<file path="config.mk">
export PLATFORM = sky130hd
export DESIGN_NAME = speed_readout_ramp_smoother
export DESIGN_NICKNAME = d
export VERILOG_FILES = /design/src/rtl/srrs_pkg.sv /design/src/rtl/srrs_ramp.sv /design/src/rtl/speed_readout_ramp_smoother.sv
export SDC_FILE = /design/constraint.sdc
export NUM_CORES = 1
export LEC_CHECK = 0
export ABC_AREA = 1
export BUFFER_PORTS_ARGS = -buffer_cell sky130_fd_sc_hd__buf_4
export CAP_MARGIN = 25
export CORE_MARGIN = 2
export CORE_UTILIZATION = 55
export DETAILED_ROUTE_END_ITERATION = 8
export PLACE_DENSITY = 0.75
export SLEW_MARGIN = 40
export SYNTH_ARGS = -nofsm -noshare
export SYNTH_HDL_FRONTEND = slang
export SYNTH_SLANG_ARGS = --single-unit
</file>
<file path="constraint.sdc">
create_clock -name i_clk -period 13.95 [get_ports i_clk]
set_clock_uncertainty 0.05 [all_clocks]
set_input_delay 2.79 -clock i_clk [delete_from_list [all_inputs] [get_ports i_clk]]
set_output_delay 2.79 -clock i_clk [all_outputs]
set_load 0.02 [all_outputs]
</file>
<file path="src/rtl/srrs_pkg.sv">
// shared types and constants for the speed readout ramp smoother
package srrs_pkg;

    // default width of the speed fields
    localparam int SPEED_BITS_DEF = 12;

    // working width for the remap, enough for twice the widest speed
    localparam int CALC_W = 18;

    // measured speeds at or above this are stretched as 2*v - knee
    localparam int REMAP_KNEE = 2200;

    typedef enum logic [2:0] {
        RAMP_WAIT     = 3'd0,
        RAMP_RISE     = 3'd1,
        RAMP_FALL     = 3'd2,
        RAMP_SETTLED  = 3'd3,
        RAMP_STOPPING = 3'd4
    } t_ramp_mode;

    localparam logic [1:0] EDIT_SPEED = 2'd1;

    localparam logic [1:0] FORCE_WAIT = 2'd1;
    localparam logic [1:0] FORCE_STOP = 2'd2;

endpackage

</file>
<file path="src/rtl/srrs_ramp.sv">
// one refresh tick: remap, ramp state step and display value selection
module srrs_ramp #(
    parameter int SPEED_BITS = srrs_pkg::SPEED_BITS_DEF
) (
    input  logic [SPEED_BITS-1:0] i_measured_speed,
    input  logic [SPEED_BITS-1:0] i_target_speed,
    input  logic [SPEED_BITS-1:0] i_set_speed,
    input  logic                  i_running,
    input  logic [1:0]            i_edit_option,
    input  logic [1:0]            i_mode_force,
    input  srrs_pkg::t_ramp_mode  i_mode,
    input  logic [SPEED_BITS:0]   i_prev,
    input  logic [SPEED_BITS:0]   i_disp,
    output srrs_pkg::t_ramp_mode  o_mode,
    output logic [SPEED_BITS:0]   o_prev,
    output logic [SPEED_BITS:0]   o_disp
);
    import srrs_pkg::*;

    localparam int SW = SPEED_BITS + 1;
    localparam logic [CALC_W-1:0] KNEE_X = CALC_W'(REMAP_KNEE);

    logic [CALC_W-1:0] meas_x;
    logic [SW-1:0]     remapped;
    logic [SW-1:0]     tgt_x;
    t_ramp_mode        mode_v;
    logic [SW-1:0]     prev_v;
    logic [SW-1:0]     disp_v;

    // stretch the upper band of the measured speed
    always_comb begin
        meas_x = CALC_W'(i_measured_speed);
        if (meas_x >= KNEE_X) begin
            remapped = SW'((meas_x << 1) - KNEE_X);
        end else begin
            remapped = SW'(i_measured_speed);
        end
    end

    assign tgt_x = SW'(i_target_speed);

    always_comb begin
        mode_v = i_mode;
        prev_v = i_prev;
        disp_v = i_disp;

        // forced mode change comes before anything else in the tick
        if (i_mode_force == FORCE_WAIT) begin
            mode_v = RAMP_WAIT;
        end else if (i_mode_force == FORCE_STOP) begin
            mode_v = RAMP_STOPPING;
        end

        if (!i_running || i_edit_option == EDIT_SPEED) begin
            disp_v = SW'(i_set_speed);
        end else begin
            // wait decides a direction, which is then stepped in this same tick
            if (mode_v == RAMP_WAIT) begin
                if (tgt_x > remapped) begin
                    prev_v = '0;
                    mode_v = RAMP_RISE;
                end else if (tgt_x <= disp_v) begin
                    prev_v = remapped;
                    mode_v = RAMP_FALL;
                end
            end

            case (mode_v)
                RAMP_RISE: begin
                    if (remapped >= tgt_x) begin
                        mode_v = RAMP_SETTLED;
                    end else begin
                        disp_v = (remapped > prev_v) ? remapped : prev_v;
                        prev_v = disp_v;
                    end
                end
                RAMP_FALL: begin
                    if (remapped <= tgt_x) begin
                        mode_v = RAMP_SETTLED;
                    end else begin
                        disp_v = (remapped < prev_v) ? remapped : prev_v;
                        prev_v = disp_v;
                    end
                end
                RAMP_SETTLED: begin
                    disp_v = tgt_x;
                end
                RAMP_STOPPING: begin
                    disp_v = (remapped < prev_v) ? remapped : prev_v;
                    prev_v = disp_v;
                end
                default: begin
                    // still in wait with no direction chosen: hold
                    disp_v = disp_v;
                end
            endcase
        end
    end

    assign o_mode = mode_v;
    assign o_prev = prev_v;
    assign o_disp = disp_v;

endmodule

</file>
<file path="src/rtl/speed_readout_ramp_smoother.sv">
// speed readout ramp smoother top level: input register, ramp step, result register
//
//  channel   | handshake            | payload
//  ----------+----------------------+----------------------------------------------
//  input     | i_valid / o_ready    | measured, target, set speed, running, edit, force
//  result    | o_valid / i_ready    | o_shown_speed, o_ramp_state
//
// one transaction per cycle sustained while i_ready holds; a result turns valid once its
// input has passed the input register and the ramp step into the result register. the
// ramp step between them is a few compares and a constant remap. synchronous active-low
// reset puts the ramp in wait with zero display. a stalled result holds its register
// and the input register keeps accepting until both are full.
module speed_readout_ramp_smoother #(
    parameter int SPEED_BITS = srrs_pkg::SPEED_BITS_DEF
) (
    input  logic                  i_clk,
    input  logic                  i_rst_n,
    input  logic                  i_valid,
    output logic                  o_ready,
    input  logic [SPEED_BITS-1:0] i_measured_speed,
    input  logic [SPEED_BITS-1:0] i_target_speed,
    input  logic [SPEED_BITS-1:0] i_set_speed,
    input  logic                  i_running,
    input  logic [1:0]            i_edit_option,
    input  logic [1:0]            i_mode_force,
    output logic                  o_valid,
    input  logic                  i_ready,
    output logic [SPEED_BITS:0]   o_shown_speed,
    output logic [2:0]            o_ramp_state
);
    import srrs_pkg::*;

    // input register
    logic                  r_in_valid;
    logic [SPEED_BITS-1:0] r_measured;
    logic [SPEED_BITS-1:0] r_target;
    logic [SPEED_BITS-1:0] r_set;
    logic                  r_running;
    logic [1:0]            r_edit;
    logic [1:0]            r_force;

    // ramp state
    t_ramp_mode            r_mode;
    logic [SPEED_BITS:0]   r_prev;
    logic [SPEED_BITS:0]   r_disp;
    t_ramp_mode            n_mode;
    logic [SPEED_BITS:0]   n_prev;
    logic [SPEED_BITS:0]   n_disp;

    // result register
    logic                  r_out_valid;
    logic [SPEED_BITS:0]   r_out_speed;
    logic [2:0]            r_out_state;

    logic                  advance;

    assign advance = r_in_valid && (!r_out_valid || i_ready);
    assign o_ready = !r_in_valid || advance;

    srrs_ramp #(
        .SPEED_BITS(SPEED_BITS)
    ) u_ramp (
        .i_measured_speed(r_measured),
        .i_target_speed  (r_target),
        .i_set_speed     (r_set),
        .i_running       (r_running),
        .i_edit_option   (r_edit),
        .i_mode_force    (r_force),
        .i_mode          (r_mode),
        .i_prev          (r_prev),
        .i_disp          (r_disp),
        .o_mode          (n_mode),
        .o_prev          (n_prev),
        .o_disp          (n_disp)
    );

    always_ff @(posedge i_clk) begin
        if (!i_rst_n) begin
            r_in_valid  <= 1'b0;
            r_out_valid <= 1'b0;
            r_mode      <= RAMP_WAIT;
            r_prev      <= '0;
            r_disp      <= '0;
        end else begin
            if (o_ready) begin
                r_in_valid <= i_valid;
            end
            if (advance) begin
                r_out_valid <= 1'b1;
                r_mode      <= n_mode;
                r_prev      <= n_prev;
                r_disp      <= n_disp;
            end else if (i_ready) begin
                r_out_valid <= 1'b0;
            end
        end
    end

    // payload registers
    always_ff @(posedge i_clk) begin
        if (o_ready && i_valid) begin
            r_measured <= i_measured_speed;
            r_target   <= i_target_speed;
            r_set      <= i_set_speed;
            r_running  <= i_running;
            r_edit     <= i_edit_option;
            r_force    <= i_mode_force;
        end
        if (advance) begin
            r_out_speed <= n_disp;
            r_out_state <= n_mode;
        end
    end

    assign o_valid       = r_out_valid;
    assign o_shown_speed = r_out_speed;
    assign o_ramp_state  = r_out_state;

endmodule
</file>
* Yosys cells after proc, flatten, opt, wreduce, memory -nomap -nowiden
Index checks and enable logic that the tools add are counted.
** Operators by class
- Reductions and logical operators :: 11
- Order comparisons :: 7
- Bitwise operators :: 1
- Muxes and demuxes :: 26
- Eq/ne operators :: 7
- $add $sub $neg :: 1
** Operators by type and width (number)
- $mux 13 :: 12
- $pmux 13 s4 :: 1
- $pmux 13 s3 :: 1
- $mux 3 :: 9
- $ge 13x12->1 :: 1
- $gt 12x13->1 :: 1
- $gt 13x13->1 :: 1
- $le 12x13->1 :: 1
- $le 13x12->1 :: 1
- $lt 13x13->1 :: 1
- $sub 13x12->13 const B :: 1
- $ge 12x12->1 const B :: 1
- $eq 3x2->1 const B :: 2
- $pmux 3 s2 :: 1
- $eq 2x1->1 const B :: 2
- $eq 3x1->1 const B :: 1
- $eq 3x3->1 const B :: 1
- $logic_not 1->1 :: 3
- $logic_not 3->1 :: 1
- $logic_or 1x1->1 :: 3
- $eq 2x2->1 const B :: 1
- $logic_and 1x1->1 :: 2
- $mux 1 :: 2
- $reduce_and 2->1 :: 1
- 2 further kinds :: 2
** Word-level totals
- Output and inout bits :: 18
- Logic and storage cells :: 66
- Input port bits :: 45
- Flip-flop bits (word level) :: 88

* Depth between registers and ports, before layout
- Depth after elaboration :: 11
- Mapped depth :: 38
- Gate-level depth less buffers :: 37

* Hierarchy
From an unflattened synthesis, not the netlist that was laid out.
** Second synthesis, totals
- Cells, all modules :: 1118
- Area, all modules :: 7253.2 µm²
** Modules (own cells, without submodules)
- srrs_ramp :: area each 4164.0 µm², sequential area each 0.0 µm², cells an instance 858, instances 1
- speed_readout_ramp_smoother :: area each 3089.2 µm², sequential area each 2332.2 µm², cells an instance 260, instances 1

* Worst setup path before layout
Ideal clock, no wire load.
- Path type :: input to output
- Start :: input i_ready
- End :: output o_ready
- Stages :: 2
- Required time :: 11.110 ns
- Data arrival time :: 3.043 ns
- Buffers on the path :: 0
- Slack :: 8.067 ns
- Path through :: inv_1 nand3_1
** Between the ends
- Cells in the longest elaborated chain, start to end :: 3
** RTL lines
- start, declared :: line speed_readout_ramp_smoother.sv:27 : input logic i_ready,
- $logic_or 1x1->1 :: line speed_readout_ramp_smoother.sv:57 : assign advance = r_in_valid && (!r_out_valid || i_ready);
- $logic_and 1x1->1 :: line speed_readout_ramp_smoother.sv:57
- $logic_or 1x1->1 :: line speed_readout_ramp_smoother.sv:58 : assign o_ready = !r_in_valid || advance;
- end, declared :: line speed_readout_ramp_smoother.sv:19 : output logic o_ready,
Every way passes these cells.

* Worst setup path in the final report
- Start :: register r_measured[8]
- End :: register r_out_speed[4], in the netlist o_shown_speed[4], data pin
** Between the ends
- Cells in the longest elaborated chain, start to end :: 11
- Elaborated cells on any way between the ends :: 25
- Those cells by class :: 1 x add/sub; 6 x order compare; 4 x eq/ne; 14 x mux
** RTL lines
- start, declared :: line speed_readout_ramp_smoother.sv:35 : logic [SPEED_BITS-1:0] r_measured;
- start signal, assigned :: line speed_readout_ramp_smoother.sv:102 : r_measured <= i_measured_speed;
- $sub 13x12->13 / $ge 12x12->1 (equally long branches) :: line srrs_ramp.sv:34, srrs_ramp.sv:33
- $mux 13 * :: line srrs_ramp.sv:33 : if (meas_x >= KNEE_X) begin
- $gt 12x13->1 / $mux 13 (equally long branches) :: line srrs_ramp.sv:59, srrs_ramp.sv:62
- $mux 13 :: line srrs_ramp.sv:59 : if (tgt_x > remapped) begin
- $mux 13 :: line srrs_ramp.sv:58 : if (mode_v == RAMP_WAIT) begin
- $mux 13 :: line srrs_ramp.sv:54 : if (!i_running || i_edit_option == EDIT_SPEED) begin
- $lt 13x13->1 / $gt 13x13->1 (equally long branches) :: line srrs_ramp.sv:81, srrs_ramp.sv:89, srrs_ramp.sv:73
- $mux 13 (on tied branches) :: line srrs_ramp.sv:81, srrs_ramp.sv:89, srrs_ramp.sv:73
- $mux 13 (on tied branches) :: line srrs_ramp.sv:78, srrs_ramp.sv:70
- $pmux 13 s4 * :: line srrs_ramp.sv:68 : case (mode_v)
- $mux 13 * :: line srrs_ramp.sv:54
- net n_disp[4] :: line speed_readout_ramp_smoother.sv:48 : logic [SPEED_BITS:0] n_disp;
- end signal, assigned :: line speed_readout_ramp_smoother.sv:110 : r_out_speed <= n_disp;
- end, declared :: line speed_readout_ramp_smoother.sv:52 : logic [SPEED_BITS:0] r_out_speed;
The timed path passes the listed nets; every way through them passes the cells marked *. The select of a mux whose other input is x is not followed.
A chain may end at the register's enable or synchronous reset.

==> results.yml <==
placement:
  post-dp-hpwl_microns: 13860
  place.gp.congestion: 0.9775
  place_area_sq_um: 7221
  dp_cells: 1156
  port-buffer-count: 62
pwr:
  p_leak_nw: 3.617
  p_total_w: 0.0008954
  peakVddDrop_v: 0.00009321
  power_density_nw_per_um2: 119.1
synthesis:
  synthDistinctLibCells: 39
  synth-async-reset-ratio: 0
  syn_area_per_cell_sq_um: 6.839
  syn_inst: 978
  ys.flop_type: "edfxtp_1"
  synth-seq-cells: 88
  synthesis.area_sq_um: 6689
  synth_edf_count: 57
  seq_area_frac_synth: 0.3487
  yosys_warnings: 0
  synth_fp_nets: 1062
grt:
  grt_max_degree: 36
  grt_pass1_wl_microns: 30990
  grt_overflow: 0
  grt_pass1_vias: 6425
  antenna_found_initial: 0
  track_usage: 0.3057
cts:
  post_cts_buffers: 0
  cts_tree: "yes"
  cts_buffer_depth: 2
  ctsHtreeMaxLevel: 3
  clock-sinks: 88
  hold_buffers: 0
  cts_resized: 0
  numCtsBuffers: 9
  cts_root_buf: "clkbuf_16"
  clock_latency_ns: 0.36
  path_clk_slew_ns: 0.08
cells_and_area:
  stdcell_area_sq_um: 7520
  final_cell_mix: "nand2_1 (332), a21oi_1 (110), nand3_1 (105), inv_1 (102), buf_4 (66)"
  final_cells: 1172
  post_route_cells_drive_above_1_share: 0.1200
  layout.nets: 1104
  syn_to_final_growth_pct: 12.42
  layout_commonest_cell: "nand2_1"
  diodes: 0
sta:
  final-setup-viol-count: 0
  slew_violations: 0
  setup-tns-final_ns: 0
  fin_hold_ws_ns: 0.4353
  max_freq_ghz: 0.1488
  hold_viol: 0
  fin_crit_ns: 6.719
  rsz0062_at_grt: "no"
  relSlewSlack: 0.5241
  finalCritPeriodShare: 0.4817
  worst_slew_pin_slew_ns: 0.7121
worst_setup_path:
  crit_start: "r_measured[8]"
  cp.arrival_ns: 6.77
  critPathTopFamily: "simple AND/OR/NAND/NOR gates"
  crit_end: "o_shown_speed[4]"
  crit_top_cell: "nand2_1"
  rr_startpoint: "r_measured[8]"
  crit_buf_inv: 4
  start_kind: "flop"
  cp.depth: 31
  r2r_setup_slack_ns: 7.23
  slowest_stage: "inv_1"
  endpoint_kind: "flop"
  slowest_delay_ns: 0.60
  crit_required_ns: 14.00
  worstSetupPathType: "flop to flop"
  timing.rr.end: "o_shown_speed[4]"
  reg2reg_depth: 31
  path_max_fanout: 18
route:
  drt-pass1-iter-count: 6
  vias: 6826
  vias_per_cell: 5.824
  wire_per_inst_microns: 16.48
  routed_wl_microns: 19320
  ant_nets: 0
  drc: 0
  drt_iter0_drc: 764
floorplan:
  die_h_microns: 114.3
  io_pins: 63
  die_area_sq_um: 13060
  start_util: 0.5592
  fp.dieW_microns: 114.3
  core_sq_um: 11960
  num_rows: 40
status:
  status: "completed"
run:
  cap_violations: 0
hold_path:
  hp-class: "flop to flop"
-- worst min path at each step --
stage | startpoint | to | cells past startpoint
floorplan | r_prev[11] | r_prev[11] | 2
global placement | r_prev[7] | r_prev[7] | 2
detailed placement | r_prev[5] | r_prev[5] | 2
CTS | r_prev[5] | r_prev[5] | 2
global route | r_prev[5] | r_prev[5] | 2
finish | r_prev[5] | r_prev[5] | 2
-- stage by stage --
| stage | util | setup WS [ns] |
|---|---|---|
| floorplan | - | 8.067 |
| global placement | 0.6028 | 7.630 |
| CTS | 0.6287 | 7.457 |
| finish | 0.6287 | 7.231 |
| global route | 0.6287 | 6.605 |
| detailed placement | 0.6037 | 7.491 |
-- synthesized netlist by cell type, drive strengths merged, types with 2 or more instances --
cell type	instances	area (sq um)
clkinv	2	12.51
nand3b	11	82.58
a21oi	112	575.6
clkbuf	20	75.07
o211ai	23	172.7
a31oi	2	12.51
dfxtp	31	620.6
nor3b	2	15.01
inv	119	446.7
nand3	107	553.0
o21ai	18	101.4
nand4	18	112.6
nor3	2	10.01
edfxtp	57	1712
ha	39	488.0
xor2	2	17.52
buf	15	87.58
nand2	341	1315
nor2	51	237.7
-- cell families (layout without fill, tap and decap cells) --
family                   count (synthesis)  count (layout)  synth area share
AO/OA/AOI/OAI                          158             158            0.1323
XOR/XNOR                                 2               2          0.002619
adder cells (fa/ha/maj)                 39              39           0.07295
buffers and inverters                  156             203           0.09297
flip-flops                              88              88            0.3487
AND/OR/NAND/NOR                        535             535            0.3505
-- registers in the layout, summed over array words and instances, names as in the netlist --
register       cells
r_disp            13
r_edit             2
r_measured        12
o_shown_speed     13
o_ramp_state       3
r_prev            13
r_running          1
r_force            2
r_in_valid         1
o_valid            1
r_mode             3
r_target          12
r_set             12
-- layer usage --
metal | up-vias | share of wire | GRT usage
li1 | 3329 | - | -
met1 | 3035 | 0.42 | 0.4105
met2 | 382 | 0.45 | 0.4798
met3 | 80 | 0.088 | 0.05188
met4 | 0 | 0.042 | 0.1488
met5 | - | 0 | 0
-- where the power goes --
part           internal, W  total (W)  leakage [nW]  switching, W
Combinational     0.000103   0.000342          2.66      0.000239
Clock             0.000127   0.000247         0.147      0.000121
Sequential        0.000296   0.000306         0.805    0.00000968
Total             0.000526   0.000895          3.62      0.000369
-- worst reg2reg max path: cells and delay by family (launching register included) --
kind / cells / cell delay (ns)
flops: 1 / 0.44
buf+inv: 4 / 0.80
simple gates: 20 / 3.85
fa+ha+maj: 2 / 0.60
compound gates: 5 / 0.71
-- area by class of cell --
cell class,count,area (sq um)
Fill cell,1111,4442
Sequential cell,88,2332
Multi-Input combinational cell,734,3749
Inverter,121,460.4
Clock inverter,7,73.82
Tap cell,147,183.9
Clock buffer,9,225.2
Timing Repair Buffer,66,495.5
Power figures use the tool's default switching activity.
